`config.mk`:
```
export PLATFORM = sky130hd
export DESIGN_NAME = qau_isqrt
export DESIGN_NICKNAME = d
export VERILOG_FILES = /design/src/hdl/qau_pkg.sv /design/src/hdl/qau_isqrt.sv
export SDC_FILE = /design/constraint.sdc
export NUM_CORES = 2
export LEC_CHECK = 0
export BUFFER_PORTS_ARGS = -buffer_cell sky130_fd_sc_hd__buf_2
export CAP_MARGIN = 0
export CORE_MARGIN = 8
export CORE_UTILIZATION = 45
export CTS_BUF_LIST = sky130_fd_sc_hd__clkbuf_8
export DETAILED_ROUTE_END_ITERATION = 10
export GPL_TIMING_DRIVEN = 0
export HOLD_SLACK_MARGIN = 0.15
export PLACE_DENSITY_LB_ADDON = 0.12
export SLEW_MARGIN = 15
export SYNTH_ARGS = -nofsm -noshare
export SYNTH_HDL_FRONTEND = slang
export SYNTH_MEMORY_MAX_BITS = 65536
export SYNTH_SLANG_ARGS = --single-unit
```
`constraint.sdc`:
```
create_clock -name i_clk -period 4.3 [get_ports i_clk]
set_input_delay 0.215 -clock i_clk [delete_from_list [all_inputs] [get_ports i_clk]]
set_output_delay 0.215 -clock i_clk [all_outputs]
set_load 0.03 [all_outputs]
```
`src/hdl/qau_pkg.sv`:
```
// ----------------------------------------------------------------------------
// qau_pkg
// Shared widths, opcodes, side-band types and the clip helper of the
// quaternion unit.
// ----------------------------------------------------------------------------
package qau_pkg;

    localparam int FRAC_BITS_DEF = 16;
    localparam int WORD_W        = 32;
    localparam int RAD_W         = 64;
    localparam int NQ            = 4;
    localparam int NRES          = 9;
    localparam int ACC_W         = 66;

    typedef logic [WORD_W-1:0]         t_word;
    typedef logic [NQ-1:0][WORD_W-1:0] t_quat;
    typedef logic [NRES-1:0][WORD_W-1:0] t_res;

    typedef enum logic [3:0] {
        CMD_MUL   = 4'd0,
        CMD_ADD   = 4'd1,
        CMD_SCALE = 4'd2,
        CMD_CONJ  = 4'd3,
        CMD_DOT   = 4'd4,
        CMD_MAGSQ = 4'd5,
        CMD_NORM  = 4'd6,
        CMD_NRM   = 4'd7,
        CMD_MAT   = 4'd8
    } t_cmd;

    typedef struct packed {
        t_res  res;
        logic  sat;
        logic  zn;
        logic  is_norm;
        logic  is_nrm;
        t_quat a;
    } t_sq_side;

    typedef struct packed {
        t_res  res;
        logic  sat;
        logic  zn;
        logic  is_norm;
        logic  is_nrm;
        t_word root;
    } t_dv_side;

    // {clipped flag, value}
    function automatic logic [WORD_W:0] clip_word(input logic signed [ACC_W-1:0] v);
        logic signed [ACC_W-1:0] maxv;
        logic signed [ACC_W-1:0] minv;
        logic [WORD_W:0]         res;
        maxv = ACC_W'(64'sh7FFF_FFFF);
        minv = -ACC_W'(64'sh8000_0000);
        if (v > maxv) begin
            res = {1'b1, 1'b0, {(WORD_W-1){1'b1}}};
        end else if (v < minv) begin
            res = {1'b1, 1'b1, {(WORD_W-1){1'b0}}};
        end else begin
            res = {1'b0, v[WORD_W-1:0]};
        end
        return res;
    endfunction

endpackage

```
`src/hdl/qau_isqrt.sv`:
```
// ----------------------------------------------------------------------------
// qau_isqrt
// Pipelined integer square root of a 64-bit radicand, one result bit per
// stage, with a side payload carried alongside.
// ----------------------------------------------------------------------------
module qau_isqrt #(
    parameter int PW = 8
) (
    input  logic                       i_clk,
    input  logic                       i_rst_n,
    input  logic                       i_en,
    input  logic                       i_valid,
    input  logic [qau_pkg::RAD_W-1:0]  i_rad,
    input  logic [PW-1:0]              i_pay,
    output logic                       o_valid,
    output logic [qau_pkg::RAD_W/2-1:0] o_root,
    output logic [PW-1:0]              o_pay
);

    localparam int RADW = qau_pkg::RAD_W;
    localparam int NST  = RADW / 2;
    localparam int REMW = NST + 2;
    localparam int CURW = NST + 4;

    logic [REMW-1:0] r_rem  [0:NST-1];
    logic [NST-1:0]  r_root [0:NST-1];
    logic [RADW-1:0] r_rad  [0:NST-1];
    logic [PW-1:0]   r_pay  [0:NST-1];
    logic            r_vld  [0:NST-1];

    for (genvar g = 0; g < NST; g++) begin : g_stage
        logic [REMW-1:0] w_rem;
        logic [NST-1:0]  w_root;
        logic [RADW-1:0] w_rad;
        logic [PW-1:0]   w_pay;
        logic            w_vld;
        logic [CURW-1:0] w_cur;
        logic [CURW-1:0] w_try;
        logic            w_ge;

        if (g == 0) begin : g_first
            assign w_rem  = '0;
            assign w_root = '0;
            assign w_rad  = i_rad;
            assign w_pay  = i_pay;
            assign w_vld  = i_valid;
        end else begin : g_next
            assign w_rem  = r_rem[g-1];
            assign w_root = r_root[g-1];
            assign w_rad  = r_rad[g-1];
            assign w_pay  = r_pay[g-1];
            assign w_vld  = r_vld[g-1];
        end

        assign w_cur = {w_rem, w_rad[RADW-1 -: 2]};
        assign w_try = {2'b00, w_root, 2'b01};
        assign w_ge  = (w_cur >= w_try);

        always_ff @(posedge i_clk) begin
            if (!i_rst_n) begin
                r_vld[g] <= 1'b0;
            end else if (i_en) begin
                r_vld[g] <= w_vld;
            end
        end

        always_ff @(posedge i_clk) begin
            if (i_en) begin
                r_rem[g]  <= w_ge ? REMW'(w_cur - w_try) : w_cur[REMW-1:0];
                r_root[g] <= {w_root[NST-2:0], w_ge};
                r_rad[g]  <= {w_rad[RADW-3:0], 2'b00};
                r_pay[g]  <= w_pay;
            end
        end
    end

    assign o_valid = r_vld[NST-1];
    assign o_root  = r_root[NST-1];
    assign o_pay   = r_pay[NST-1];

endmodule

```
Word-level counts from Yosys, hierarchy flattened
Memories as Yosys holds them, arrays and structs flattened.
Cells that the tools add are included.
Widths: inputs -> output; s select.
- output and inout bits: 41
- memories: 5
- word-level logic and storage cells: 170
- flip-flop bits (word level): 0
- memory bits (writable): 4384
- input port bits: 76
- muxes and demuxes: 69
- magnitude comparators: 32
- bitwise operators: 32
- add/subtract/negate cells: 32
- memory list (name ; words ; bits a word ; rd ports ; clocked after memory_dff ; write ports ; RTL line ; source):
    r_rad ; 32 ; 62 ; 31 ; 0 ; 32 ; qau_isqrt.sv:27 ; logic [RADW-1:0] r_rad [0:NST-1];
    r_rem ; 32 ; 34 ; 31 ; 0 ; 32 ; qau_isqrt.sv:25 ; logic [REMW-1:0] r_rem [0:NST-1];
    r_root ; 32 ; 32 ; 32 ; 0 ; 32 ; qau_isqrt.sv:26 ; logic [NST-1:0] r_root [0:NST-1];
    r_pay ; 32 ; 8 ; 32 ; 0 ; 32 ; qau_isqrt.sv:28 ; logic [PW-1:0] r_pay [0:NST-1];
    r_vld ; 32 ; 1 ; 32 ; 0 ; 32 ; qau_isqrt.sv:29 ; logic r_vld [0:NST-1];
- operator list (kind ; number):
    $ge 36x34->1 ; 31
    $mux 34 ; 32
    $sub 34x34->34 ; 31
    $mux 1 ; 37
    $or 1x1->1 ; 32
    $sub 2x1->3 const B ; 1
    $ge 2x1->1 const B ; 1

Logic depth before layout (Yosys ltp)
- word-level depth: 4
- mapped depth: 15
- gate-level depth less buffers: 14

Least setup slack after synthesis
No wires, ideal clock.
- kind: register -> register
- start: mem r_rem[1][70] (netlist name)
- end: mem r_rem[1][135] (netlist name), data pin
- library setup time: 0.258 ns
- buffers on the path: 1
- cell stages (with the launch flop): 13
- setup slack: 0.638 ns
- data arrival time: 3.404 ns
- required time: 4.042 ns
- period minus slack after synthesis: 3.662 ns
- path through: edfxtp_1 ha_1 or3_1 o22ai_1 o21ai_1 a221oi_1 a21oi_1 o41ai_2 o22a_1 and4_1 clkbuf_1 or4b_1 xnor2_1
- RTL lines (element ; RTL line):
    start: declaration ; qau_isqrt.sv:25

==> results.md <==
* Status: completed
* Mapped Cells at 9273
* Core Box Area at 0.278 mm2
* CP endpoint: r_rem[1][191]$_DFFE_PP_
* Leading post-synthesis cells by cell area: edfxtp_1, ha_1, xnor2_1, xor2_1, a21oi_1
* DIE AREA at 0.296 mm2
* CTS root buf: clkbuf_8
* Worst Reg-to-Reg Cells at 11
* #FFs+latches synth at 2811
* Critical path peak fanout at 19
* Stages on the worst setup path at 11
* Avg Cell Area, Syn at 13.5 um2
* Slew Viols, Final at 0
* Launching point of the worst reg2reg path: r_rad[1][308]$_DFFE_PP_
* Vias in the first global route at 73.6k
* Gr usage total at 0.171
* Rows at 194
* Setup ws final at 0.199 ns
* Clk_lat worst skew at 1.08 ns
* Min Clock Period, post-route at 4.10 ns
* Cells after DPL at 13.1k
* Clock transition at path regs at 0.06 ns
* Post-synth top flop: edfxtp_1
* Max-cap viol count at 0
* Cell mode on critical path: a21oi_1
* Cell taking the most area after synthesis: edfxtp_1
* CTS Buf Count at 465
* Post-synth EDFFs at 2810
* DR vias/cell at 5.20
* Adder-cell share of the synthesized area at 0.0560
* Top cell types by occurrence after synthesis: edfxtp_1, inv_1, nand2_1
* Worst Path Buf+Inv at 2
* Detailed Routing Iterations Pass 1 at 6
* CP Data Arrival Time at 4.89 ns
* Max Fclk at 244 MHz
* Power density over cell area at 514 mW/mm2
* Starting Density at 0.451
* Sink Count at 2811
* Setup repair after global routing missed its margin: false
* Layout Nets at 10.7k
* Gpl congestion at 0.903
* Fin. Hold Viols at 0
* Critical path cell sequence: inv_1 -> ha_1 -> nor2b_1 -> o21ai_0 -> a21oi_1 -> o31ai_1 -> nand3_1 -> a31oi_2 -> o211ai_1 -> clkbuf_2 -> a21oi_1
* Remaining DRCs at 0
* Max clock buf depth at 4
* Syn Nets at 9911
* Total congestion overflow at 0
* Fin crit share at 0.954
* Post-Synth XOR/XNOR Area at 0.0595
* Actual slew at the worst max-slew pin at 1.04 ns
* Initial antenna violation count at 5
* Final cell count without fillers at 14.1k
* Largest family of logic cells by synthesized area: simple AND/OR/NAND/NOR gates
* Sequential fraction of the synthesis area at 0.672
* Critical Path Start Type: flop
* Worst hold path class: flop to flop
* Final instance area at 0.142 mm2
* Layout cells sized above 1 at 0.0894
* Port Buf Inserts at 116
* Dpl hpwl at 185000 um
* Leakage Power at 54.4 nW
* WP data required at 5.09 ns
* Final setup vio count at 0
* R2R Setup Slk at 0.20 ns
* Die H at 544 um
* Synth async-reset ratio at 0
* Synthesis-to-finish area growth at 13.1%
* First-pass GRT wire length at 407000 um
* Post-Route WL at 261000 um
* Post-Place Cell Area at 0.131 mm2
* Critical Path Slowest Stage Cell: edfxtp_1
* Top-level port count at 117
* Clock skew at 0.0832 ns
* Post-Synth Simple-Gate Area at 0.0898
* Slew Limit Headroom at 0.296
* Worst reg2reg endpoint: r_rem[1][191]$_DFFE_PP_
* Crit-path max cell delay at 0.57 ns
* Multiplexer area fraction after synthesis at 0.00613
* Mapped Area at 0.126 mm2
* CP Class: flop to flop
* Detailed Route Iter0 Violations at 4760
* Htree depth at 5
* Total number of yosys warnings at 0
* Post-DR wirelength/cell at 18.5 um
* Total number of vias at 73.5k
* Delay-heaviest family, CP: compound AO/OA/AOI/OAI gates
* Critical path startpoint: r_rad[1][308]$_DFFE_PP_
* Yosys top cell area share at 0.672
* Synth cell types at 88
* Total power at 0.0729 W
* Largest net degree at the start of global routing at 162
* Dpl ws at -1.02 ns
* Max VDD drop at 291 uV
* Endpoint type of the worst setup path: flop
* Chip Width at 544 um
* CTS tree: built
* Compound-gate portion of the synthesized area at 0.0889
* Count leader, synth: edfxtp_1
* Antenna Nets Post-Route at 0
==> how the worst min path moves through the flow <==
stage	slack (ns)	to	startpoint	cells past startpoint
floorplan	0.31	r_pay[0][0]$_DFFE_PP_	i_pay[0]	0
global placement	0.39	r_rad[0][1]$_DFFE_PP_	i_rad[1]	1
detailed placement	0.39	r_rad[0][18]$_DFFE_PP_	i_rad[18]	1
CTS	0.19	r_vld[21]$_DFFE_PP_	i_rst_n	4
global route	0.30	r_rad[0][50]$_DFFE_PP_	i_rad[50]	3
finish	0.37	r_rad[0][980]$_DFFE_PP_	r_rad[0][916]$_DFFE_PP_	0
==> area by class of cell <==
class | instances | area (um2)
clock buffers | 466 | 6410
plain buffers | 169 | 708
clock inverters | 379 | 2430
repair buffers | 296 | 2750
flip-flops and latches | 2811 | 84400
multi-input cells | 5562 | 37900
well taps | 3724 | 4660
diodes | 2 | 5.00
inverters | 727 | 2730
fillers | 23862 | 136000
==> what timing repair did <==
item	in CTS	in global routing
endpoints found under the hold margin	601	0
gates resized for setup	24	47
pin swaps	1	4
setup endpoints to repair	129	312
hold buffers	153	0
buffers inserted	0	5
gates cloned	0	1
==> layer usage <==
layer / wire length, um / track usage
met4: 9780 / 0.0655
met1: 117000 / 0.227
met5: 0 / 0
met3: 11400 / 0.0268
met2: 123000 / 0.286
==> flip-flops by register name, indices dropped and copies added, names as in the netlist <==
register	count
r_pay	256
r_rem	1003
r_root	528
r_rad	992
r_vld	32
==> through the flow <==
stage          hold slack, ns   util   TNS, ns
2_1_floorplan           0.314      -         0
3_3_place_gp            0.391  0.470         -
3_5_place_dp            0.393  0.472    -34.18
4_1_cts                 0.193  0.509  -0.00934
5_1_grt                 0.304  0.510         0
6_report                0.366  0.510         0
==> kinds of logic (layout without fill, tap and decap cells) <==
family          count (synthesis)  in the layout
mux                            70             70
other cells                     1              3
simple gates                 2276           2276
xor+xnor                      852            852
compound gates               1801           1801
flops                        2811           2811
fa+ha+maj                     562            562
buf+inv                       900           2037
==> cell usage in the layout, fill, tap and decap left out, types with 131 or more instances in the layout <==
master / n
a21oi_1: 559
inv_1: 851
a21o_1: 245
dlygate4sd3_1: 152
nor3_1: 211
o21ai_0: 480
clkbuf_8: 466
nand2_1: 619
buf_2: 131
clkinv_1: 141
nor2_1: 515
xor2_1: 418
xnor2_1: 434
edfxtp_1: 2810
ha_1: 562
==> where the power goes <==
group | switching, W | leakage (nW) | internal [W]
logic | 0.00827 | 22.3 | 0.00577
clock network | 0.0107 | 4.96 | 0.0117
registers | 0.00213 | 27.1 | 0.0344
No activity file was read; power rests on OpenSTA's default activity.
